`config.mk`:
```
export PLATFORM = sky130hd
export DESIGN_NAME = rsw_queue
export DESIGN_NICKNAME = d
export VERILOG_FILES = /design/src/rtl/rsw_pkg.sv /design/src/rtl/rsw_queue.sv
export VERILOG_INCLUDE_DIRS = /design/src /design/src/rtl
export SDC_FILE = /design/constraint.sdc
export NUM_CORES = 1
export LEC_CHECK = 0
export ABC_AREA = 1
export BUFFER_PORTS_ARGS = -buffer_cell sky130_fd_sc_hd__buf_4
export CORE_UTILIZATION = 35
export DETAILED_ROUTE_END_ITERATION = 16
export GPL_TIMING_DRIVEN = 0
export PLACE_DENSITY = 0.6
export SLEW_MARGIN = 0
export SYNTH_ARGS = -nofsm -noshare
export SYNTH_HDL_FRONTEND = slang
export SYNTH_SLANG_ARGS = --single-unit
```
`constraint.sdc`:
```
create_clock -name aclk -period 9.05 [get_ports aclk]
set_input_delay 0 -clock aclk [delete_from_list [all_inputs] [get_ports aclk]]
set_output_delay 0 -clock aclk [all_outputs]
set_load 0.05 [all_outputs]
```
`src/rtl/residual_stats_welford_unit_defines.svh`:
```
// Assertion helpers shared by the residual statistics unit.
// Each use expands to one labeled concurrent assertion on aclk.
`ifndef RESIDUAL_STATS_WELFORD_UNIT_DEFINES_SVH
`define RESIDUAL_STATS_WELFORD_UNIT_DEFINES_SVH

// Same-cycle implication.
`define RSW_ASSERT_IMPL(name, cond, expr) \
    name: assert property (@(posedge aclk) disable iff (!aresetn) (cond) |-> (expr)) \
        else $error("rsw: assertion failed");

// Next-cycle implication.
`define RSW_ASSERT_NEXT(name, cond, expr) \
    name: assert property (@(posedge aclk) disable iff (!aresetn) (cond) |=> (expr)) \
        else $error("rsw: assertion failed");

`endif

```
`src/rtl/rsw_pkg.sv`:
```
// ----------------------------------------------------------------------------
// rsw_pkg
// Shared types and constants of the residual statistics unit.
// ----------------------------------------------------------------------------
package rsw_pkg;

    localparam int DEF_MAX_BINS = 65536;
    localparam int QUEUE_DEPTH  = 2;
    localparam int DIV_STEPS    = 64;
    localparam int ROOT_STEPS   = 32;

    typedef struct packed {
        logic signed [31:0] residual;
        logic [31:0]        error_a;
        logic [31:0]        error_u;
        logic [31:0]        error_s;
        logic [31:0]        count;
        logic               used;
        logic               last;
    } rsw_item_t;

    typedef enum logic [3:0] {
        ST_IDLE,
        ST_UPD,
        ST_DIV_MEAN,
        ST_MEAN,
        ST_MUL,
        ST_M2,
        ST_SQ,
        ST_ROOT_ERR,
        ST_CHECK,
        ST_DIV_VAR,
        ST_ROOT_SIG,
        ST_FIN
    } rsw_state_t;

endpackage

```
`src/rtl/rsw_queue.sv`:
```
// ----------------------------------------------------------------------------
// rsw_queue
// Short queue between the front end and the arithmetic back end.
// ----------------------------------------------------------------------------
`include "residual_stats_welford_unit_defines.svh"

module rsw_queue (
    input  logic               aclk,
    input  logic               aresetn,
    input  logic               push_valid,
    output logic               push_ready,
    input  rsw_pkg::rsw_item_t push_item,
    output logic               pop_valid,
    input  logic               pop_ready,
    output rsw_pkg::rsw_item_t pop_item
);
    import rsw_pkg::*;

    rsw_item_t  entry_reg [QUEUE_DEPTH];
    logic       wr_ptr_reg;
    logic       rd_ptr_reg;
    logic [1:0] count_reg;
    logic       do_push;
    logic       do_pop;

    assign push_ready = (count_reg != 2'(QUEUE_DEPTH));
    assign pop_valid  = (count_reg != 2'd0);
    assign pop_item   = entry_reg[rd_ptr_reg];
    assign do_push    = push_valid && push_ready;
    assign do_pop     = pop_valid && pop_ready;

    always_ff @(posedge aclk) begin
        if (!aresetn) begin
            wr_ptr_reg <= 1'b0;
            rd_ptr_reg <= 1'b0;
            count_reg  <= 2'd0;
        end else begin
            if (do_push) begin
                wr_ptr_reg <= !wr_ptr_reg;
            end
            if (do_pop) begin
                rd_ptr_reg <= !rd_ptr_reg;
            end
            if (do_push && !do_pop) begin
                count_reg <= count_reg + 2'd1;
            end else if (do_pop && !do_push) begin
                count_reg <= count_reg - 2'd1;
            end
        end
        if (do_push) begin
            entry_reg[wr_ptr_reg] <= push_item;
        end
    end

    `RSW_ASSERT_IMPL(a_q_bound, 1'b1, count_reg <= 2'(QUEUE_DEPTH))
    `RSW_ASSERT_NEXT(a_q_push_count, do_push && !do_pop, count_reg == $past(count_reg) + 2'd1)
    `RSW_ASSERT_NEXT(a_q_pop_count, do_pop && !do_push, count_reg == $past(count_reg) - 2'd1)

endmodule

```
# After elaboration in Yosys (flattened, before gate mapping)

Memory sizes are Yosys's and may differ from the RTL's. A register that Yosys moved wholly into a read port is not among the register bits.
Cells that the tools add are included.
W data, S select, Z words.

Register bits: 4
Bits in writable memories: 324
Output and inout bits: 164
Logic and storage cells: 23
Memories: 1

Memory list:

| memory    | depth | bits a word | read ports | clocked after memory_dff | wr ports | line            | text |
|---|---|---|---|---|---|---|---|
| entry_reg | 2     | 162         | 1          | 1                        | 1        | rsw_queue.sv:19 | `rsw_item_t entry_reg [QUEUE_DEPTH];` |

$add $sub $neg: 2
Eq/ne operators: 1
Muxes and demuxes: 6
Reduce and logical (&&, ||, !) cells: 10

Operator list:

| kind                  | count |
|---|---|
| $logic_and A1 B1 Y1   | 4 |
| $logic_not A1 Y1      | 4 |
| $mux W1               | 4 |
| $mux W2               | 2 |
| $reduce_bool A2 Y1    | 2 |
| $add A2 B1 Y2 const B | 1 |
| $ne A2 B2 Y1 const B  | 1 |
| $sub A2 B1 Y2 const B | 1 |

# Logic depth before layout (Yosys ltp)

Gate-level depths: netlist of run 1.

Depth in word-level cells: 6
Gate-level depth with buffers: 11
Mapped depth without buffers: 11

# Worst setup path after synthesis of run 1

OpenSTA, ideal clock, no wires.

Path kind: reg-to-reg
Start: register count_reg[0]
End: memory entry_reg[0][0] (netlist name), enable pin
Arrival: 7.695 ns
Required time: 8.363 ns
Slack: 0.669 ns
Cell stages (with the launch flop): 5
Buffers on the path: 0
Cell sequence: dfxtp_1 -> inv_1 -> nand2_1 -> nand2_1 -> nor2_1

Word-level cells in the longest chain between the ends: 4

RTL lines:

| item                          | line            | text |
|---|---|---|
| start, declared               | rsw_queue.sv:22 | `logic [1:0] count_reg;` |
| start signal, assigned        | rsw_queue.sv:45 | `count_reg <= count_reg + 2'd1;` |
| start signal, assigned        | rsw_queue.sv:47 | `count_reg <= count_reg - 2'd1;` |
| $ne A2 B2 Y1                  | rsw_queue.sv:26 | `assign push_ready = (count_reg != 2'(QUEUE_DEPTH));` |
| named net push_ready          | rsw_queue.sv:11 | `output logic push_ready,` |
| $logic_and A1 B1 Y1           | rsw_queue.sv:29 | `assign do_push = push_valid && push_ready;` |
| $mux W1                       | rsw_queue.sv:50 | `if (do_push) begin` |
| $mux W1 (implied by the code) | rsw_queue.sv:51 | `entry_reg[wr_ptr_reg] <= push_item;` |
| end, declared                 | rsw_queue.sv:19 |  |

The timed path passes the listed nets, and every way through them passes these cells.

# Final worst setup path of run 1

Start: register count_reg[0]
End: memory entry_reg[1][91] (netlist name), enable pin

Word-level cells in the longest chain between the ends: 4

RTL lines:

| item                          | line |
|---|---|
| $ne A2 B2 Y1                  | rsw_queue.sv:26 |
| $logic_and A1 B1 Y1           | rsw_queue.sv:29 |
| $mux W1                       | rsw_queue.sv:50 |
| $mux W1 (implied by the code) | rsw_queue.sv:51 |

No other way between the ends.

==> flow_summary_export.csv, run 1 <==
group,metric,value,unit
yosys,ys_seq_area_share,80.26,%
clock_tree,cts_sinks,329,
placement,port-buffer-count,329,
placement,routabilityCongestion,0.6982,
yosys,syn_area,0.01225,sq mm
layout,final_cell_mix,"buf_4 (329), edfxtp_1 (324), dlygate4sd3_1 (165)",
layout,final_common_cell,"buf_4",
die,ios,330,
layout,drive_above_1_share,51.31,%
sta,finClkSkew,0.008514,ns
global_routing,use_met2,24.32,%
layout,utilization,53.12,%
detailed_routing,dr.pass1.iters,4,
sta,fmax,433.0,MHz
die,die_h,189.1,um
clock_tree,cts_tree,"yes",
run_status,status,"complete, no violations",
detailed_routing,antenna_left,0,
layout,largest_register_ffs,324,
global_routing,grt_pass1_vias,7387,
die,start_util,35.54,%
clock_tree,clockBufferDepth,3,
detailed_routing,vias_per_cell,4.369,
flow_run,cap_viol_max_count,0,
yosys,yosys.area_share.xor_xnor,0,%
yosys,synth.area.mux_share,17.35,%
yosys,synthAdderAreaFrac,0.1022,%
clock_tree,clk_pin_slew,0.06,ns
yosys,yosysUniqueCellTypes,15,
die,core,0.03446,sq mm
sta,period_needed,2.309,ns
yosys,synth_top_family_by_area,"multiplexers",
yosys,synth.net_count,708,
yosys,synth_warnings,0,
layout,area_growth,49.46,%
power,power_density,286.6,mW/mm^2
sta,relSlewSlack,57.53,%
worst_setup_path,cp.required,9.23,ns
power,ir_worst_vdd,0.0001965,V
power,p_total,0.005245,W
layout,final_nets,1253,
clock_tree,worstSkewPairLatency,0.49,ns
worst_setup_path,endpoint_kind,"register",
placement,place_ws,6.723,ns
worst_setup_path,crit_path_start_kind,"register",
detailed_routing,vias,6842,
global_routing,grt_use_met3,4.059,%
yosys,synth_simple_gate_area_share,0.6130,%
sta,finalMaxSlewViolations,0,
worst_hold_path,hp-class,"input pin to register",
sta,finalSetupViolCount,0,
detailed_routing,wirelength,25730,um
sta,fin_crit_sh,25.52,%
clock_tree,cts.root.buffer_cell,"clkbuf_16",
detailed_routing,drc,0,
yosys,synth-compound-area-share,0.1839,%
global_routing,busiest_layer,"met2",
global_routing,grt_max_degree,32,
worst_setup_path,arrival,2.49,ns
die,die-area,0.03574,sq mm
sta,setup_slack,6.741,ns
global_routing,use_met1,17.25,%
die,rows,68,
layout,num_antenna_cells,0,
layout,design_area,0.01830,sq mm
clock_tree,htreeDepth,2,
yosys,avgSynthCellArea,22.64,sq um
global_routing,track_usage,14.16,%
global_routing,grt_antenna_before_repair,0,
global_routing,grt_pass1_wl,39470,um
detailed_routing,wl_per_cell,16.43,um
yosys,syn-instance-count,541,
sta,worst_pin_slew,0.6355,ns
placement,hpwl,17360,um
die,die_w,189.1,um
sta,final_hold_viol_count,0,
yosys,synth_seq_cells,329,
placement,placed_area,0.01556,sq mm
clock_tree,numCtsBuffers,37,
global_routing,grt_remaining_overflow,0,
clock_tree,postCtsResizedCells,0,
worst_setup_path,path_max_fanout,31,
sta,rsz0062_at_grt,"false",
worst_setup_path,critPathKind,"register to register",
layout,nFillCells,2759,
detailed_routing,drt_iter0_markers,255,
power,p_leak,7.048,nW
## cell families (layout without fill, tap and decap cells)
family                   count (synthesis)  count (layout)
AO/OA/AOI/OAI                            4               4
flip-flops                             329             329
AND/OR/NAND/NOR                         19              19
buffers and inverters                   26             596
multiplexers                           162             162
adder cells (fa/ha/maj)                  1               1
## routing by layer
| layer | wire, um | share of wire (%) |
|---|---|---|
| met5 | 0 | 0 |
| met4 | 557 | 2.2 |
| met3 | 1781 | 6.9 |
| met2 | 12930 | 50 |
| met1 | 10460 | 41 |
## synth_stat cells
| cell type | instances | share of area [%] |
|---|---|---|
| ha_1 | 1 | 0.10 |
| nand3_1 | 1 | 0.041 |
| mux2_4 | 80 | 9.8 |
| edfxtp_1 | 324 | 79 |
| nand4_1 | 1 | 0.051 |
| o21a_1 | 1 | 0.061 |
| buf_6 | 10 | 0.92 |
| o21ai_0 | 2 | 0.082 |
| buf_2 | 8 | 0.33 |
| mux2_2 | 82 | 7.5 |
| dfxtp_1 | 5 | 0.82 |
| nor2_1 | 8 | 0.25 |
| nand2_1 | 9 | 0.28 |
| a21oi_1 | 1 | 0.041 |
| inv_1 | 8 | 0.25 |
## through the flow
step	cells	setup TNS, ns	hold WS [ns]
floorplan	541	0	0.09887
global placement	1325	-1134.36	0.1847
detailed placement	1337	0	0.1874
CTS	1566	0	0.2020
global route	1566	0	0.2101
finish	1566	0	0.2289
## layout make-up
| cell class | count | area (sq um) | share of cell area [%] |
|---|---|---|---|
| Inverter | 8 | 30.03 | 0.1641 |
| Buffer | 18 | 152.6 | 0.8340 |
| Tap cell | 455 | 569.3 | 3.110 |
| Sequential cell | 329 | 9829 | 53.70 |
| Clock inverter | 19 | 140.1 | 0.7656 |
| Timing Repair Buffer | 506 | 4377 | 23.91 |
| Multi-Input combinational cell | 186 | 2250 | 12.29 |
| Clock buffer | 45 | 955.9 | 5.223 |
## worst max-delay path, stage by stage, from the launching register on
cell and delay (ns):
dfxtp_1 0.35, inv_1 0.10, nand2_1 0.09, nand2_1 0.17
nor2_4 0.54, buf_12 0.27, buf_12 0.21, buf_12 0.22
## power by group
| group | internal (W) | switching (W) |
|---|---|---|
| sequential | 0.00192 | 0.0000437 |
| clock | 0.000805 | 0.000551 |
| combinational | 0.000706 | 0.00122 |
## timing repair
action	in CTS	in global routing
setup buffers	0	0
endpoints found under the hold margin	329	0
hold buffers	165	0
## worst paths after layout
check	start	endpoint	depth (start not counted)	slack, ns
setup reg to reg	count_reg[0]	entry_reg[1][91]	7	6.74
hold reg to reg	rd_ptr_reg	rd_ptr_reg	2	0.52
hold / removal	push_item[158]	entry_reg[1][158]	2	0.23
setup / recovery	count_reg[0]	entry_reg[1][91]	7	6.74
(Power assumes the default switching activity.)
==> run 2: changes to the inputs <==
==> constraint.sdc (replaced) <==
create_clock -name aclk -period 2.3 [get_ports aclk]
set_input_delay 0 -clock aclk [delete_from_list [all_inputs] [get_ports aclk]]
set_output_delay 0 -clock aclk [all_outputs]
set_load 0.05 [all_outputs]
==> flow_summary_export.csv, run 2 (synthesis gave the netlist of run 1 again) <==
group,metric,value,unit
detailed_routing,drt_iter0_markers,324,
worst_hold_path,whs_path_depth,2,
detailed_routing,wl_per_cell,16.55,um
global_routing,grt_max_degree,31,
worst_setup_path,rr_worst_depth,7,
sta,period_needed,2.079,ns
layout,final_cell_mix,"buf_4 (330), edfxtp_1 (324), dlygate4sd3_1 (165)",
worst_setup_path,path_max_fanout,30,
placement,hpwl,17270,um
worst_setup_path,endpoint_kind,"register",
sta,finalMaxSlewViolations,0,
die,start_util,35.54,%
layout,area_growth,49.50,%
detailed_routing,vias_per_cell,4.364,
sta,worst_pin_slew,0.6208,ns
global_routing,grt_pass1_wl,39190,um
worst_setup_path,regToRegSetupSlack,0.22,ns
clock_tree,numCtsBuffers,36,
worst_setup_path,crit_path_start_kind,"register",
sta,fin_crit_sh,90.38,%
sta,final_hold_viol_count,0,
die,die-area,0.03574,sq mm
clock_tree,postCtsResizedCells,0,
detailed_routing,dr.pass1.iters,4,
placement,place_ws,0.05439,ns
worst_setup_path,timing.rr.end,"entry_reg[1][105]",
clock_tree,cts_sinks,329,
global_routing,grt_antenna_before_repair,2,
worst_hold_path,hp-class,"input pin to register",
layout,final_common_cell,"buf_4",
clock_tree,worstSkewPairLatency,0.50,ns
detailed_routing,wirelength,25890,um
die,die_w,189.1,um
layout,layout.cells.non_filler,1565,
layout,final_nets,1253,
placement,routabilityCongestion,0.6962,
detailed_routing,vias,6830,
worst_setup_path,setup.worst_path.start,"count_reg[0]",
layout,largest_register_ffs,324,
die,core,0.03446,sq mm
sta,relSlewSlack,58.51,%
placement,port-buffer-count,329,
power,p_total,0.02056,W
worst_setup_path,critPathKind,"register to register",
run_status,status,"complete, no violations",
die,die_h,189.1,um
sta,finClkSkew,0.006129,ns
sta,rsz0062_at_grt,"false",
clock_tree,htreeDepth,2,
flow_run,cap_viol_max_count,0,
global_routing,grt_pass1_vias,7327,
worst_setup_path,r2r_start,"count_reg[0]",
global_routing,track_usage,14.04,%
placement,place_inst,1337,
layout,drive_above_1_share,51.62,%
clock_tree,cts_tree,"yes",
sta,fmax,481.0,MHz
sta,setup_slack,0.2212,ns
die,ios,330,
die,rows,68,
sta,finalSetupViolCount,0,
worst_setup_path,arrival,2.27,ns
clock_tree,cts.root.buffer_cell,"clkbuf_16",
global_routing,grt_remaining_overflow,0,
worst_setup_path,cp.required,2.49,ns
power,p_leak,7.035,nW
worst_setup_path,cp-endpoint,"entry_reg[1][105]",
power,ir_worst_vdd,0.0007789,V
detailed_routing,drc,0,
clock_tree,clockBufferDepth,3,
power,power_density,1123,mW/mm^2
detailed_routing,antenna_left,0,
sta,holdWs,0.2270,ns
clock_tree,clk_pin_slew,0.06,ns
run 2: cell count changes in the layout (fill, tap and decap cells not counted), moves of 2 or more:
cell / delta
clkinv_2: -2
clkbuf_1: +2
nand2_8: +2
diode_2: +2
nand2_1: -2
clkinv_1: -3
run 2: routing by layer:
layer | global-route usage [%] | vias up | part of all wire (%)
li1 | - | 3227 | -
met4 | 4.808 | 2 | 2.8
met1 | 16.34 | 3327 | 39
met3 | 4.374 | 49 | 7.4
met5 | 0 | - | 0.039
met2 | 24.43 | 225 | 51
run 2: layout make-up:
class                   count  area, sq um
multi-input cells         186         2282
clock buffers              47        963.4
diodes                      2        5.005
fillers                  2768        16150
well taps                 455        569.3
clock inverters            13        88.84
repair buffers            507         4384
inverters                   8        32.53
plain buffers              18        152.6
flip-flops and latches    329         9831
run 2: stage by stage:
| stage | util, % | setup TNS [ns] | area (sq um) |
|---|---|---|---|
| 6_report | 53.13 | 0 | 18310 |
| 5_1_grt | 53.13 | 0 | 18310 |
| 4_1_cts | 53.10 | 0 | 18300 |
| 3_5_place_dp | 45.25 | 0 | 15590 |
| 3_3_place_gp | 44.51 | -851.47 | 15340 |
| 2_1_floorplan | - | -359.59 | 12300 |
run 2: worst min path at each step:
| stage | end | slack, ns | start |
|---|---|---|---|
| after floorplan | entry_reg[0][0] | 0.1 | push_item[0] |
| after global placement | entry_reg[0][52] | 0.18 | push_item[52] |
| after detailed placement | entry_reg[0][92] | 0.19 | push_item[92] |
| after CTS | entry_reg[1][67] | 0.20 | push_item[67] |
| after global routing | entry_reg[0][29] | 0.20 | push_item[29] |
| final | entry_reg[1][66] | 0.23 | push_item[66] |
run 2: repair_timing:
item,4_1_cts,5_1_grt
hold buffers,165,0
setup endpoints to repair,0,30
hold endpoints to repair,338,0
buffers inserted,0,1
run 2: worst max-delay path, stage by stage, from the launching register on:
cell and delay (ns):
dfxtp_2 0.36, inv_4 0.06, nand2_8 0.08, nand2_8 0.06
nor2_4 0.48, buf_16 0.24, buf_12 0.22, buf_12 0.23
run 2: power by group:
part	total (W)	leakage, nW	internal (W)	switching, W
clock	0.00521	0.512	0.00305	0.00216
sequential	0.00776	3.06	0.00757	0.000190
combinational	0.00759	3.46	0.00280	0.00479
==> run 3: changes to the inputs <==
--- a/config.mk
+++ b/config.mk
@@ -11,6 +11,7 @@
 export CORE_UTILIZATION = 35
 export DETAILED_ROUTE_END_ITERATION = 16
 export GPL_TIMING_DRIVEN = 0
+export MAX_ROUTING_LAYER = met4
 export PLACE_DENSITY = 0.6
 export SLEW_MARGIN = 0
 export SYNTH_ARGS = -nofsm -noshare
==> flow_summary_export.csv, run 3 (synthesis gave the netlist of run 1 again) <==
group,metric,value,unit
sta,final_hold_viol_count,0,
placement,place_inst,1337,
placement,port-buffer-count,329,
layout,final_common_cell,"buf_4",
layout,final_nets,1253,
sta,holdWs,0.2252,ns
sta,rsz0062_at_grt,"false",
detailed_routing,wirelength,25890,um
layout,nFillCells,2767,
die,core,0.03446,sq mm
power,p_leak,7.035,nW
layout,largest_register_ffs,324,
global_routing,grt_remaining_overflow,0,
global_routing,grt_antenna_before_repair,2,
die,die_w,189.1,um
die,ios,330,
power,ir_worst_vdd,0.0007793,V
sta,fin_crit_sh,90.83,%
global_routing,grt_pass1_vias,7352,
sta,fin_tns_setup,0,ns
clock_tree,cts.root.buffer_cell,"clkbuf_16",
worst_setup_path,arrival,2.28,ns
layout,seq_area,0.009831,sq mm
detailed_routing,vias_per_cell,4.360,
detailed_routing,antenna_left,0,
sta,worst_pin_slew,0.6201,ns
layout,layout.cells.non_filler,1566,
global_routing,track_usage,14.46,%
layout,multiInputGateArea,0.002282,sq mm
global_routing,grt_max_degree,31,
clock_tree,htreeDepth,2,
worst_setup_path,endpoint_kind,"register",
power,power.internal,0.01342,W
detailed_routing,drt_iter0_markers,300,
sta,finalMaxSlewViolations,0,
power,power_density,1122,mW/mm^2
detailed_routing,vias,6828,
die,rows,68,
sta,setup_slack,0.2110,ns
worst_hold_path,hp-class,"input pin to register",
clock_tree,clk_pin_slew,0.06,ns
detailed_routing,dr.pass1.iters,4,
die,start_util,35.54,%
placement,place_ws,0.05439,ns
clock_tree,worstSkewPairLatency,0.50,ns
power,p_seq_share,37.7,%
layout,final_cell_mix,"buf_4 (330), edfxtp_1 (324), dlygate4sd3_1 (165)",
detailed_routing,drc,0,
power,p_switching,0.007137,W
power,p_total,0.02055,W
placement,hpwl,17270,um
worst_setup_path,crit_path_start_kind,"register",
die,die_h,189.1,um
worst_setup_path,cp.required,2.49,ns
die,die-area,0.03574,sq mm
clock_tree,numCtsBuffers,36,
detailed_routing,wl_per_cell,16.53,um
clock_tree,cts_sinks,329,
clock_tree,clockBufferDepth,3,
sta,fmax,478.7,MHz
layout,drive_above_1_share,51.62,%
run_status,status,"complete, no violations",
power,switching_share,34.72,%
sta,finalSetupViolCount,0,
flow_run,cap_viol_max_count,0,
worst_setup_path,critPathKind,"register to register",
power,combPwrFrac,36.9,%
sta,relSlewSlack,58.56,%
placement,routabilityCongestion,0.7037,
sta,period_needed,2.089,ns
layout,area_growth,49.52,%
sta,finClkSkew,0.005607,ns
power,clockPowerShare,25.3,%
clock_tree,postCtsResizedCells,0,
clock_tree,cts_tree,"yes",
global_routing,grt_pass1_wl,39070,um
worst_setup_path,path_max_fanout,30,
==> run 3: cell count changes in the layout (fill, tap and decap cells not counted) <==
cell | previous run | this run
diode_2 | 2 | 3
==> run 3: repair_timing <==
action / CTS / global route
setup endpoints to repair: 0 / 30
endpoints found under the hold margin: 338 / 0
hold buffers: 165 / 0
setup buffers: 0 / 1
==> run 3: area by class of cell <==
| class | count | share of cell area [%] |
|---|---|---|
| Clock buffer | 47 | 5.261 |
| Buffer | 18 | 0.8336 |
| Clock inverter | 13 | 0.4851 |
| Timing Repair Buffer | 507 | 23.94 |
| Multi-Input combinational cell | 186 | 12.46 |
| Sequential cell | 329 | 53.69 |
| Antenna cell | 3 | 0.04100 |
| Tap cell | 455 | 3.109 |
| Inverter | 8 | 0.1777 |
==> run 3: stage by stage <==
| stage | util [%] | cell area (sq um) |
|---|---|---|
| 4_1_cts | 53.10 | 18300 |
| 2_1_floorplan | - | 12300 |
| 3_5_place_dp | 45.25 | 15590 |
| 5_1_grt | 53.13 | 18310 |
| 3_3_place_gp | 44.51 | 15340 |
| 6_report | 53.14 | 18310 |
==> run 3: final timing paths <==
kind | from | end | slack, ns | cells past startpoint
max | count_reg[0] | entry_reg[1][105] | 0.21 | 7
min | push_item[66] | entry_reg[1][66] | 0.23 | 2
max reg2reg | count_reg[0] | entry_reg[1][105] | 0.21 | 7
min reg2reg | rd_ptr_reg | register | 0.51 | 2
==> run 3: per-layer routing <==
metal	share of wire, %	GRT usage [%]	up-vias
met5	0	-	-
met4	2.7	4.808	0
met3	7.0	4.133	50
met2	50	24.46	230
met1	40	16.45	3316
li1	-	-	3232
==> run 3: critical path, cell delays in order (launching register included) <==
cell	delay (ns)
dfxtp_2	0.36
inv_4	0.06
nand2_8	0.08
nand2_8	0.06
nor2_4	0.48
buf_16	0.24
buf_12	0.22
buf_12	0.23
==> run 3: power by group through the flow <==
stage	logic (W)	clock network (W)	registers (W)
detailed placement	0.00743	0	0.00789
global route	0.00792	0.00559	0.00783
global placement	0.00721	0	0.00798
CTS	0.00769	0.00536	0.00777
floorplan	0.00519	0	0.00791
finish	0.00759	0.00521	0.00776
