--- src/rtl/residual_stats_welford_unit_defines.svh ---
// Assertion helpers shared by the residual statistics unit.
// Each use expands to one labeled concurrent assertion on aclk.
`ifndef RESIDUAL_STATS_WELFORD_UNIT_DEFINES_SVH
`define RESIDUAL_STATS_WELFORD_UNIT_DEFINES_SVH

// Same-cycle implication.
`define RSW_ASSERT_IMPL(name, cond, expr) \
    name: assert property (@(posedge aclk) disable iff (!aresetn) (cond) |-> (expr)) \
        else $error("rsw: assertion failed");

// Next-cycle implication.
`define RSW_ASSERT_NEXT(name, cond, expr) \
    name: assert property (@(posedge aclk) disable iff (!aresetn) (cond) |=> (expr)) \
        else $error("rsw: assertion failed");

`endif

--- src/rtl/rsw_pkg.sv ---
// ----------------------------------------------------------------------------
// rsw_pkg
// Shared types and constants of the residual statistics unit.
// ----------------------------------------------------------------------------
package rsw_pkg;

    localparam int DEF_MAX_BINS = 65536;
    localparam int QUEUE_DEPTH  = 2;
    localparam int DIV_STEPS    = 64;
    localparam int ROOT_STEPS   = 32;

    typedef struct packed {
        logic signed [31:0] residual;
        logic [31:0]        error_a;
        logic [31:0]        error_u;
        logic [31:0]        error_s;
        logic [31:0]        count;
        logic               used;
        logic               last;
    } rsw_item_t;

    typedef enum logic [3:0] {
        ST_IDLE,
        ST_UPD,
        ST_DIV_MEAN,
        ST_MEAN,
        ST_MUL,
        ST_M2,
        ST_SQ,
        ST_ROOT_ERR,
        ST_CHECK,
        ST_DIV_VAR,
        ST_ROOT_SIG,
        ST_FIN
    } rsw_state_t;

endpackage

--- src/rtl/rsw_front.sv ---
// ----------------------------------------------------------------------------
// rsw_front
// Accepts input beats, forms the saturated residual and classifies the bin.
// ----------------------------------------------------------------------------
module rsw_front (
    input  logic               aclk,
    input  logic               aresetn,
    input  logic               s_valid,
    output logic               s_ready,
    input  logic signed [31:0] s_energy_a,
    input  logic signed [31:0] s_energy_u,
    input  logic signed [31:0] s_energy_s,
    input  logic [31:0]        s_error_a,
    input  logic [31:0]        s_error_u,
    input  logic [31:0]        s_error_s,
    input  logic [31:0]        s_sample_count,
    input  logic               s_last_bin,
    output logic               push_valid,
    input  logic               push_ready,
    output rsw_pkg::rsw_item_t push_item
);
    import rsw_pkg::*;

    logic               hold_valid_reg;
    rsw_item_t          hold_item_reg;
    rsw_item_t          item_next;
    logic signed [33:0] diff;
    logic signed [31:0] sat;
    logic               used;

    assign s_ready    = !hold_valid_reg || push_ready;
    assign push_valid = hold_valid_reg;
    assign push_item  = hold_item_reg;

    always_comb begin
        diff = 34'(s_energy_a) - (34'(s_energy_u) + 34'(s_energy_s));
        if (diff > 34'sd2147483647) begin
            sat = 32'sh7FFFFFFF;
        end else if (diff < -34'sd2147483648) begin
            sat = 32'sh80000000;
        end else begin
            sat = diff[31:0];
        end
        used                = (s_sample_count != 32'd0);
        item_next.residual  = used ? sat : 32'sd0;
        item_next.error_a   = s_error_a;
        item_next.error_u   = s_error_u;
        item_next.error_s   = s_error_s;
        item_next.count     = s_sample_count;
        item_next.used      = used;
        item_next.last      = s_last_bin;
    end

    always_ff @(posedge aclk) begin
        if (!aresetn) begin
            hold_valid_reg <= 1'b0;
        end else if (s_ready) begin
            hold_valid_reg <= s_valid;
        end
        if (s_valid && s_ready) begin
            hold_item_reg <= item_next;
        end
    end

endmodule

--- config.mk ---
export PLATFORM = sky130hd
export DESIGN_NAME = rsw_front
export DESIGN_NICKNAME = d
export VERILOG_FILES = /design/src/rtl/residual_stats_welford_unit_defines.svh /design/src/rtl/rsw_pkg.sv /design/src/rtl/rsw_front.sv
export SDC_FILE = /design/constraint.sdc
export NUM_CORES = 1
export LEC_CHECK = 0
export BUFFER_PORTS_ARGS = -buffer_cell sky130_fd_sc_hd__buf_4
export CAP_MARGIN = 20
export CORE_AREA = 2 2 155 157
export DETAILED_ROUTE_END_ITERATION = 16
export DIE_AREA = 0 0 157 159
export GPL_TIMING_DRIVEN = 1
export PLACE_DENSITY = 0.75
export SYNTH_ARGS = -nofsm -noshare
export SYNTH_HDL_FRONTEND = slang
export SYNTH_SLANG_ARGS = --single-unit
--- constraint.sdc ---
create_clock -name aclk -period 6.8 [get_ports aclk]
set_clock_uncertainty 0.05 [all_clocks]
set_input_delay 0.68 -clock aclk [delete_from_list [all_inputs] [get_ports aclk]]
set_output_delay 0.68 -clock aclk [all_outputs]
set_load 0.01 [all_outputs]
Yosys cells after proc, flatten, opt, wreduce, memory -nomap -nowiden

Cells that the tools add are included.

Add/subtract/negate cells: 2
Order comparisons: 2
Muxes and demuxes: 2
Bitwise logic cells: 1
Reductions and logical operators: 5

Operators by type and width:

| cell                   | count |
|---|---|
| $gt A34 B32 Y1 const B | 1 |
| $lt A34 B32 Y1 const B | 1 |
| $sub A32 B33 Y34       | 1 |
| $add A32 B32 Y33       | 1 |
| $mux W32               | 1 |
| $reduce_bool A32 Y1    | 1 |
| $mux W31               | 1 |
| $reduce_or A2 Y1       | 1 |
| $logic_and A1 B1 Y1    | 1 |
| $logic_not A1 Y1       | 1 |
| $logic_or A1 B1 Y1     | 1 |
| $not A1 Y1             | 1 |

Flip-flop bits (word level): 163

Depth between registers and ports, before layout

Gate-level depths: netlist (run 1).

Depth after elaboration: 5
Mapped depth: 15

Worst setup path before layout (run 1)

OpenSTA, ideal clock, no wires.

Path kind: input to register
From: input push_ready
To: register hold_item_reg (netlist bit push_item[0]), enable pin
Setup time: 542 ps
Data arrival time: 4599 ps
Data required time: 6208 ps
Path slack: 1609 ps
Cell stages on the path: 2
Cell sequence: nand2b_1 -> and2_1

Longest elaborated chain between the ends: 2

Ends and longest elaborated chain:

| element              | RTL line        | text |
|---|---|---|
| start, declared      | rsw_front.sv:19 | `input logic push_ready,` |
| $logic_or A1 B1 Y1   | rsw_front.sv:31 | `assign s_ready = !hold_valid_reg \|\| push_ready;` |
| $logic_and A1 B1 Y1  | rsw_front.sv:60 | `if (s_valid && s_ready) begin` |
| end signal, assigned | rsw_front.sv:61 | `hold_item_reg <= item_next;` |
| end, declared        | rsw_front.sv:25 | `rsw_item_t hold_item_reg;` |

No other way between the ends.
A chain may end at the register's enable or synchronous reset.

Worst setup path after layout (run 1)

From: input s_energy_a[0]
To: register hold_item_reg (netlist bit push_item[145]) (data pin)

Longest elaborated chain between the ends: 4
Elaborated cells between the ends (all ways): 5

Ends and longest elaborated chain:

| element            | RTL line        | text |
|---|---|---|
| start, declared    | rsw_front.sv:10 | `input logic signed [31:0] s_energy_a,` |
| $sub A32 B33 Y34 * | rsw_front.sv:36 | `diff = 34'(s_energy_a) - (34'(s_energy_u) + 34'(s_energy_s));` |
| $lt A34 B32 Y1     | rsw_front.sv:39 | `end else if (diff < -34'sd2147483648) begin` |
| $mux W32           | rsw_front.sv:39 |  |
| $mux W31 *         | rsw_front.sv:37 | `if (diff > 34'sd2147483647) begin` |

Every way passes the cells marked *; elsewhere a longest branch is shown, timed or not.

==> results by group, run 1 <==
Pwr
  – Pleak: between 5 and 6 nW
  – Sw Pwr: ~1.1 mW
  – Clock power share: 28.6%
  – Power, Total: approximately 3.5 mW
  – Worst vdd ir: 0.0001636 V
  – Power per Cell Area: approximately 290 mW/mm^2
  – Power Internal: 2.349 mW
  – Sequential share of power: between 30% and 40%
  – Sw Share: between 30% and 40%
  – Comb pwr share: 33.7%

CTS
  – # H-tree levels: 4
  – Max clock buf depth: 2
  – CTS tree: done
  – Clock sinks: between 150 and 200
  – Root buffer cell: clkbuf_16
  – Post-CTS sizing: 0
  – Setup bufs post-CTS: 0
  – Hold Buf Count CTS: 0
  – Clock transition at path regs: roughly 80 ps
  – Total CTS buffers: 17
  – Worst-Skew Late Latency: between 400 and 500 ps

Final layout
  – Final #Nets: ~1300
  – Syn-to-layout area delta: 47.51%
  – Final Instance Area: between 0.01 and 0.015 mm^2
  – Finished Core Util: 52.46%
  – Layout cell share with drive strength beyond 1: a little over two fifths
  – Number of fill cells: ~2000
  – Finished Layout Cells: 1339

Logic synthesis
  – Avg Inst Size Synth: 13.41 um^2
  – Most common library cells after synthesis: edfxtp_1, inv_1, a21oi_1
  – Post-Synthesis Cell Area: slightly above 0.008 mm^2
  – Ys Warns: 0
  – Sequential area share after synthesis: approximately three fifths
  – Synth area leaders: edfxtp_1, fa_1, ha_1
  – Most instantiated library cell after synthesis: edfxtp_1
  – Post-Synthesis Cells: about 600
  – Synth cell types: between 60 and 70
  – Top cell type's share of synthesized area: roughly three fifths
  – Post-synth EDFFs: ~160
  – Yosys top cell by area: edfxtp_1
  – Net Count, Synth: 911
  – Seq cells post-synth: around 160
  – Ys flop type: edfxtp_1
  – Synth async-reset ratio: 0%

Placement
  – Placed cell area: around 0.011 mm^2
  – Post-DP HPWL: 22.09 mm
  – Gp weighted congestion: 0.8750
  – Port Buffers: ~400
  – Setup WS pre-CTS: approximately 1700 ps
  – Placed cells: about 1300

Hold path
  – Hold Path Class: in -> reg
  – Hold Path Depth: 1
  – Hold Crit Start: s_error_s[2]
  – Hold Path Sink: push_item[36]

Timing
  – Slew Limit Fails: 0
  – Setup_tns: 0 ps
  – Max Clk Rate: about 210 MHz
  – Final hold violations: 0
  – Tmin final: between 4000 and 5000 ps
  – Unrepaired setup endpoints after global routing: false
  – Final setup fails: 0
  – Min Hold Slack: approximately 370 ps
  – Final Cycle Share: 69.59%
  – Final setup margin: 2068 ps
  – Max-slew headroom: 34.60%
  – Least-Margin Pin Slew: 980.9 ps

Floorplanning
  – Core ar.: ~0.023 mm^2
  – Number of cell rows: 56
  – Number of I/O pins: roughly 400
  – Die X: 157 um
  – Die Height: between 150 and 200 um
  – Starting density of the core: roughly 36%
  – Die Footprint: between 0.02 and 0.025 mm^2

Outcome
  – Outcome: completed

Worst setup path
  – Worst R2R Setup Slack: 4550 ps
  – Critical Path RT: 6860 ps
  – FF-to-FF path depth: 3
  – Worst r2r dst: push_item[126]
  – Setup crit start kind: input pin
  – Worst path arrival time: 4790 ps
  – Endpoint class of the critical path: register
  – R2r startpoint: push_valid
  – Critical path type: in -> reg
  – Critical path fanouts, max: 30

Detailed routing
  – WL final: roughly 27 mm
  – Post-route ant nets: 0
  – Post-route DRC: 0
  – Iter 0 DRT Violations: between 300 and 400
  – Vias per inst: just under 5
  – Wirelength per Cell: just under 20 um
  – Pre-antenna DRT Iters: 4
  – Via count: 6501

Global routing
  – Largest net degree at the start of global routing: 80
  – Total Routing Usage GR: between 20% and 30%
  – First-pass GRT wire length: about 38 mm
  – Most used routing layer: met2
  – Vias in the first global route: between 6000 and 7000
  – Met2 track demand over resource: 38.28%
  – Met3 usage: ~5.7%
  – Met1 Use GR: between 20 and 25%
  – Initial antenna violation count: 4
  – Grt total ovfl: 0

Job
  – Max_cap viols: 0
## kinds of logic after synthesis
logic type | count (synthesis) | share of synthesized area (%)
fa+ha+maj | 67 | 13.08
xor+xnor | 28 | 2.973
compound gates | 134 | 11.80
mux | 3 | 0.3641
flops | 163 | 59.22
simple gates | 114 | 7.175
buf+inv | 106 | 5.385
## worst max path at each step
stage / startpoint / to / slack (ps) / cells after the start
after floorplan: push_ready / push_item[0] / 1610 / 2
after global placement: s_energy_a[0] / push_item[134] / 1660 / 14
after detailed placement: s_energy_a[0] / push_item[145] / 1650 / 14
after CTS: s_energy_a[0] / push_item[145] / 2090 / 14
after global routing: s_energy_a[0] / push_item[145] / 1860 / 14
final: s_energy_a[0] / push_item[145] / 2070 / 14
## power by group through the flow
| stage | Combinational, mW | Sequential (mW) | Clock, mW |
|---|---|---|---|
| after floorplan | 0.621 | 1.40 | 0 |
| after global placement | 1.11 | 1.34 | 0 |
| after detailed placement | 1.16 | 1.34 | 0 |
| after CTS | 1.16 | 1.32 | 1.02 |
| after global routing | 1.28 | 1.33 | 1.05 |
| final | 1.17 | 1.32 | 0.998 |
## final cells by class
class                           instances  area, um^2  area share (%)
Sequential cell                       163        4885           40.15
Clock buffer                           17       425.4           3.496
Tap cell                              319       399.1           3.281
Antenna cell                            4       10.01         0.08227
Timing Repair Buffer                  397        3020           24.83
Multi-Input combinational cell        346        2924           24.03
Inverter                               78       292.8           2.406
Clock inverter                         15       210.2           1.728
## cell usage in the layout, fill, tap and decap left out, types with 13 or more instances in the layout
master / Yosys / routed
xnor2_1: 13 / 13
nand4_1: 13 / 13
buf_4: 0 / 395
a21oi_1: 39 / 39
clkbuf_16: 0 / 17
fa_1: 32 / 32
nand2_1: 30 / 30
xor2_1: 15 / 15
ha_1: 35 / 35
nor2_1: 21 / 20
edfxtp_1: 162 / 162
o32ai_1: 31 / 31
inv_1: 78 / 78
## state kept, by name, indices dropped and copies added, names as in the netlist
signal and cells:
push_item 162, push_valid 1
## critical path, cell delays in order
cell      delay, ps
buf_4           120
fa_1            560
inv_1            50
ha_1            190
or2_2           300
fa_1            410
a21oi_1         280
o221ai_1        250
or4_4           500
nand4_2         130
nor3b_2         230
nor3_2           80
a32oi_4         760
o32ai_1         240
## metal layers
layer / part of all wire [%] / up-vias
li1: - / 3071
met1: 35 / 3130
met2: 55 / 270
met3: 7.6 / 30
met4: 2.6 / 0
met5: 0 / -
No activity file was read; power rests on OpenSTA's default activity.
==> run 2, diff against run 1 <==
CORE_AREA = 2 2 152 154   (was 2 2 155 157)
DIE_AREA = 0 0 154 156   (was 0 0 157 159)
PLACE_DENSITY = 0.8   (was 0.75)
clock period = 4 ns   (was 6.8 ns; I/O delays follow)
==> run 2 against run 1 <==
  * Via count is 3.8% higher
  * Power is 70% higher
  * Largest cell class unchanged
  * Routed wire length is 3.0% higher
  * First-iteration DRC count is 56% higher
  * Cell area hardly changed
  * Combinational power is 74% higher
  * Utilization is 2.0 points higher
  * Die area is 3.8% lower
  * Critical endpoint is now push_item[151]
  * Critical path depth is 1 higher
  * Clock power is 63% higher
==> results by group, run 2 (synthesis gave the netlist of run 1 again) <==
Floorplanning
  – Die X: 154 um (was 157 um)
  – Die Height: 156 um (was 159 um)
  – Number of cell rows: 55 (was 56)
  – Core ar.: 0.02237 mm^2 (was 0.02319 mm^2)
  – Number of I/O pins: 393 (unchanged)
  – Starting density of the core: 36.88% (was 35.56%)
  – Die Footprint: 0.02402 mm^2 (was 0.02496 mm^2)

Hold path
  – Hold Path Class: in -> reg (unchanged)

Outcome
  – Outcome: completed (unchanged)

Detailed routing
  – Via count: 6751 (was 6501)
  – Vias per inst: 5.138 (was 4.855)
  – Iter 0 DRT Violations: 495 (was 317)
  – Post-route DRC: 0 (unchanged)
  – Pre-antenna DRT Iters: 5 (was 4)
  – Post-route ant nets: 0 (unchanged)
  – Wirelength per Cell: 20.87 um (was 19.88 um)
  – WL final: 27.42 mm (was 26.62 mm)

Global routing
  – Initial antenna violation count: 5 (was 4)
  – Largest net degree at the start of global routing: 132 (was 80)
  – Grt total ovfl: 0 (unchanged)
  – Total Routing Usage GR: 22.18% (was 20.73%)
  – Vias in the first global route: 6570 (was 6453)
  – First-pass GRT wire length: 39.50 mm (was 38.07 mm)

Pwr
  – Power, Total: 5.918 mW (was 3.491 mW)
  – Sw Pwr: 1.963 mW (was 1.141 mW)
  – Power per Cell Area: 486.1 mW/mm^2 (was 286.9 mW/mm^2)
  – Sw Share: 33.18% (was 32.69%)
  – Clock power share: 27.5% (was 28.6%)
  – Comb pwr share: 34.5% (was 33.7%)
  – Sequential share of power: 38.0% (was 37.8%)
  – Power Internal: 3.955 mW (was 2.349 mW)
  – Pleak: 5.278 nW (was 5.250 nW)
  – Worst vdd ir: 0.0002477 V (was 0.0001636 V)

Worst setup path
  – Critical path type: in -> reg (unchanged)
  – Worst path arrival time: 3940 ps (was 4790 ps)
  – Endpoint class of the critical path: register (unchanged)
  – Setup crit start kind: input pin (unchanged)
  – Worst R2R Setup Slack: 2020 ps (was 4550 ps)
  – Critical path fanouts, max: 30 (unchanged)
  – Critical Path RT: 4090 ps (was 6860 ps)

Timing
  – Setup_tns: 0 ps (unchanged)
  – Min Hold Slack: 95.48 ps (was 374.4 ps)
  – Slew Limit Fails: 0 (unchanged)
  – Final hold violations: 0 (unchanged)
  – Least-Margin Pin Slew: 694.4 ps (was 980.9 ps)
  – Tmin final: 3851 ps
  – Final setup margin: 149.2 ps (was 2068 ps)
  – Final setup fails: 0 (unchanged)
  – Final Cycle Share: 96.27%
  – Max Clk Rate: 259.7 MHz
  – Max-slew headroom: 53.71% (was 34.60%)
  – Unrepaired setup endpoints after global routing: false (unchanged)

CTS
  – CTS tree: done (unchanged)
  – Total CTS buffers: 17 (unchanged)
  – Worst-Skew Late Latency: 420 ps (was 430 ps)
  – Clock transition at path regs: 80 ps (about the same)
  – Max clock buf depth: 2 (unchanged)
  – Clock sinks: 163 (unchanged)
  – # H-tree levels: 4 (unchanged)
  – Hold Buf Count CTS: 0 (unchanged)
  – Root buffer cell: clkbuf_16 (unchanged)

Final layout
  – Layout cell share with drive strength beyond 1: 44.39% (was 43.70%)
  – Finished Layout Cells: 1314 (was 1339)
  – Finished Core Util: 54.44% (was 52.46%)
  – Max FFs per register: 162 (unchanged)
  – Final #Nets: 1308 (was 1299)
  – Most common cell after layout, fill and taps aside: buf_4 (unchanged)
  – Syn-to-layout area delta: 47.62% (was 47.51%)
  – Final Instance Area: 0.01218 mm^2 (was 0.01217 mm^2)
  – Most used cells in the layout excluding fill and tap cells: buf_4, edfxtp_1, inv_1 (unchanged)

Placement
  – Port Buffers: 392 (unchanged)
  – Gp weighted congestion: 0.8548 (was 0.8750)
  – Setup WS pre-CTS: -376.6 ps (was 1653 ps)
  – Placed cells: 1278 (was 1302)
  – Placed cell area: 0.01154 mm^2 (was 0.01149 mm^2)
  – Post-DP HPWL: 22.68 mm (was 22.09 mm)

Job
  – Max_cap viols: 0 (unchanged)
==> run 2: timing repair <==
item                                   CTS  global route
endpoints found under the hold margin    0             0
setup endpoints to repair                0            31
setup buffers                            0             0
resized for setup                        0             3
==> run 2: layout make-up <==
class | instances | area, um^2
clock inverter | 15 | 180.2
antenna | 4 | 10.01
tap | 285 | 356.6
inverter | 78 | 292.8
clock buffer | 17 | 425.4
timing repair buffer | 406 | 3085
sequential | 163 | 4885
fill | 1873 | 10190
multi-input combinational | 346 | 2940
==> run 2: path summary, 6_finish.rpt <==
kind	depth (start not counted)	end	startpoint
worst max-delay path	15	push_item[151]	s_energy_a[0]
worst min-delay path	1	push_item[72]	s_error_u[6]
worst max register to register	3	push_item[92]	push_valid
worst min register to register	2	push_valid	push_valid
==> run 2: power by group through the flow <==
stage               Clock (mW)  Combinational, mW  Sequential, mW
finish                    1.63               2.04            2.25
floorplan                    0               1.06            2.37
detailed placement           0               2.01            2.29
CTS                       1.67               2.02            2.25
global placement             0               1.97            2.28
global route              1.72               2.21            2.27
==> run 2: critical path: stages <==
cell and delay, ps:
buf_4 120, fa_1 570, inv_1 50, ha_1 180, or2_2 310, fa_1 410, a21oi_2 240, o221ai_2 160
or4_4 470, nand4_2 140, nor3b_4 230, nor3_2 80, a32oi_4 260, buf_12 210, o32ai_1 120
==> run 2: routing by layer <==
layer / track usage (%) / vias to the layer above / part of all wire [%] / wire (um)
met5: 0 / - / 0.036 / 10
met4: 8.500 / 2 / 2.9 / 805
met3: 5.528 / 36 / 6.9 / 1899
met2: 39.70 / 321 / 53 / 14570
met1: 25.69 / 3293 / 37 / 10140
li1: - / 3099 / - / -
==> run 3, diff against run 2 <==
CORE_AREA = 2 2 155 157   (was 2 2 152 154)
DIE_AREA = 0 0 157 159   (was 0 0 154 156)
PLACE_DENSITY = 0.75   (was 0.8)
clock period = 4.7 ns   (was 4 ns; I/O delays follow)
==> run 3 against run 2 <==
  * Sequential share of layout area rose by 0.17 points
  * Cell area is 0.43% lower
  * Setup slack improved by 410 ps
  * Sequential cell count did not move
  * Critical path depth is the same
  * Combinational power shrank 17%
  * Count of clock-buffer cells in the layout unchanged
  * First-iteration DRC count is 18% lower
  * Clock power is 17% lower
  * Die area rose by 3.9%
  * Non-clock buffer count fell by 7
  * Highest routed layer is now met4
==> results by group, run 3 (synthesis gave the netlist of run 1 again) <==
Worst setup path
  – FF-to-FF path depth: 3 (unchanged)
  – Worst path arrival time: 4220 ps (was 3940 ps)
  – Critical path type: in -> reg (unchanged)
  – Most frequent CP cell: fa_1 (unchanged)
  – Endpoint class of the critical path: register (unchanged)
  – Crit-path max cell delay: 570 ps (about the same)
  – Critical Path RT: 4780 ps (was 4090 ps)
  – Setup crit start kind: input pin (unchanged)
  – Worst r2r dst: push_item[1] (was push_item[92])
  – CP max-delay cell: fa_1 (unchanged)
  – Critical path fanouts, max: 30 (unchanged)
  – Crit-path cells: buf_4 -> fa_1 -> inv_1 -> ha_1 -> or2_2 -> fa_1 -> a21oi_1 -> o221ai_1 -> or4_4 -> nand4_2 -> nor3b_2 -> nor3_2 -> a32oi_4 -> buf_12 -> o32ai_1 (was buf_4 -> fa_1 -> inv_1 -> ha_1 -> or2_2 -> fa_1 -> a21oi_2 -> o221ai_2 -> or4_4 -> nand4_2 -> nor3b_4 -> nor3_2 -> a32oi_4 -> buf_12 -> o32ai_1)
  – R2r startpoint: push_valid (unchanged)
  – Worst R2R Setup Slack: 2720 ps (was 2020 ps)

Floorplanning
  – Number of cell rows: 56 (was 55)
  – Starting density of the core: 35.56% (was 36.88%)
  – Core ar.: 0.02319 mm^2 (was 0.02237 mm^2)
  – Die X: 157 um (was 154 um)
  – Die Footprint: 0.02496 mm^2 (was 0.02402 mm^2)
  – Die Height: 159 um (was 156 um)
  – Number of I/O pins: 393 (unchanged)

Global routing
  – Total Routing Usage GR: 20.86% (was 22.18%)
  – Initial antenna violation count: 6 (was 5)
  – Vias in the first global route: 6679 (was 6570)
  – Grt total ovfl: 0 (unchanged)
  – First-pass GRT wire length: 38.57 mm (was 39.50 mm)
  – Largest net degree at the start of global routing: 86 (was 132)

Placement
  – Gp weighted congestion: 0.9023 (was 0.8548)
  – Port Buffers: 392 (unchanged)
  – Placed cells: 1305 (was 1278)
  – Post-DP HPWL: 22.02 mm (was 22.68 mm)

Pwr
  – Power per Cell Area: 407.6 mW/mm^2 (was 486.1 mW/mm^2)
  – Pleak: 5.223 nW (was 5.278 nW)
  – Worst vdd ir: 0.0002569 V (was 0.0002477 V)

Detailed routing
  – Pre-antenna DRT Iters: 5 (unchanged)
  – Vias per inst: 4.865 (was 5.138)
  – Post-route DRC: 0 (unchanged)
  – Post-route ant nets: 0 (unchanged)
  – WL final: 26.72 mm (was 27.42 mm)
  – Iter 0 DRT Violations: 406 (was 495)
  – Via count: 6538 (was 6751)
  – Wirelength per Cell: 19.88 um (was 20.87 um)

CTS
  – CTS tree: done (unchanged)
  – Hold Buf Count CTS: 0 (unchanged)
  – Clock transition at path regs: 80 ps (about the same)
  – Clock sinks: 163 (unchanged)
  – Total CTS buffers: 17 (unchanged)
  – Worst-Skew Late Latency: 430 ps (was 420 ps)
  – Root buffer cell: clkbuf_16 (unchanged)
  – # H-tree levels: 4 (unchanged)
  – Setup bufs post-CTS: 0 (unchanged)
  – Max clock buf depth: 2 (unchanged)
  – Post-CTS sizing: 0 (unchanged)

Job
  – Max_cap viols: 0 (unchanged)

Timing
  – Tmin final: approximately 4100 ps
  – Max Clk Rate: between 200 and 250 MHz
  – Final hold violations: 0 (unchanged)
  – Final setup fails: 0 (unchanged)
  – Unrepaired setup endpoints after global routing: false (unchanged)
  – Setup_tns: 0 ps (unchanged)
  – Slew Limit Fails: 0 (unchanged)
  – Least-Margin Pin Slew: 694.8 ps (was 694.4 ps)
  – Final Cycle Share: 88.08%
  – Max-slew headroom: 53.09% (was 53.71%)

Final layout
  – Most common cell after layout, fill and taps aside: buf_4 (unchanged)
  – Reg area: 0.004885 mm^2 (unchanged)
  – Number of fill cells: 2006 (was 1873)
  – Syn-to-layout area delta: 46.98% (was 47.62%)
  – Area of the multi-input gates: 0.002924 mm^2 (was 0.002940 mm^2)
  – Max FFs per register: 162 (unchanged)
  – Finished Layout Cells: 1344 (was 1314)
  – Layout cell share with drive strength beyond 1: 43.81% (was 44.39%)
  – Finished Core Util: 52.27% (was 54.44%)
  – Final #Nets: 1301 (was 1308)
  – Most used cells in the layout excluding fill and tap cells: buf_4, edfxtp_1, inv_1 (unchanged)

Outcome
  – Outcome: completed (unchanged)

Hold path
  – Hold Path Depth: 1 (unchanged)
  – Hold Path Class: in -> reg (unchanged)
  – Hold Crit Start: s_error_a[17] (was s_error_u[6])
  – Hold Path Sink: push_item[115] (was push_item[72])
run 3: power by group:
group / total (mW) / internal, mW / switching [mW] / leakage, nW
registers: 1.91 / 1.85 / 0.0587 / 1.56
clock network: 1.35 / 0.710 / 0.636 / 0.278
logic: 1.69 / 0.759 / 0.931 / 3.38
run 3: area by class of cell:
type | instances | area share, %
Antenna cell | 7 | 0.1445
Clock buffer | 17 | 3.509
Clock inverter | 15 | 1.311
Inverter | 78 | 2.415
Multi-Input combinational cell | 346 | 24.12
Sequential cell | 163 | 40.29
Tap cell | 319 | 3.292
Timing Repair Buffer | 399 | 24.91
run 3: routing by layer:
layer | vias to the layer above | GRT usage, % | part of all wire (%)
met1 | 3136 | 21.21 | 34
li1 | 3090 | - | -
met3 | 41 | 6.750 | 8.3
met4 | 0 | 8.841 | 3.3
met2 | 271 | 38.66 | 54
met5 | - | 0 | 0
run 3: worst max-delay path by stage:
stage                        startpoint  slack (ps)  cells past startpoint             end
final                     s_energy_a[0]         560                     15  push_item[151]
after global routing      s_energy_a[0]         360                     15  push_item[151]
after CTS                 s_energy_a[0]         600                     15  push_item[151]
after detailed placement  s_energy_a[0]         170                     15  push_item[151]
after global placement    s_energy_a[0]         330                     15  push_item[151]
after floorplan           s_energy_u[0]         750                     15  push_item[151]
run 3: through the flow:
stage | cell area, um^2 | hold WS, ps | total power [mW] | setup slack [ps]
6_report | 12120 | 154.7 | 4.941 | 560.2
5_1_grt | 12120 | 137.7 | 5.181 | 360.0
4_1_cts | 12110 | 140.3 | 4.970 | 595.7
3_5_place_dp | 11520 | 513.8 | 3.622 | 169.1
3_3_place_gp | 11520 | 472.2 | 3.581 | 330.1
2_1_floorplan | 8249 | 518.9 | 2.917 | 747.5
run 3: critical path, delay by kind of cell:
| family | cells | cell delay, ps |
|---|---|---|
| adder cells (fa/ha/maj) | 3 | 1150 |
| AND/OR/NAND/NOR | 5 | 1270 |
| buffers and inverters | 3 | 370 |
| AO/OA/AOI/OAI | 4 | 940 |
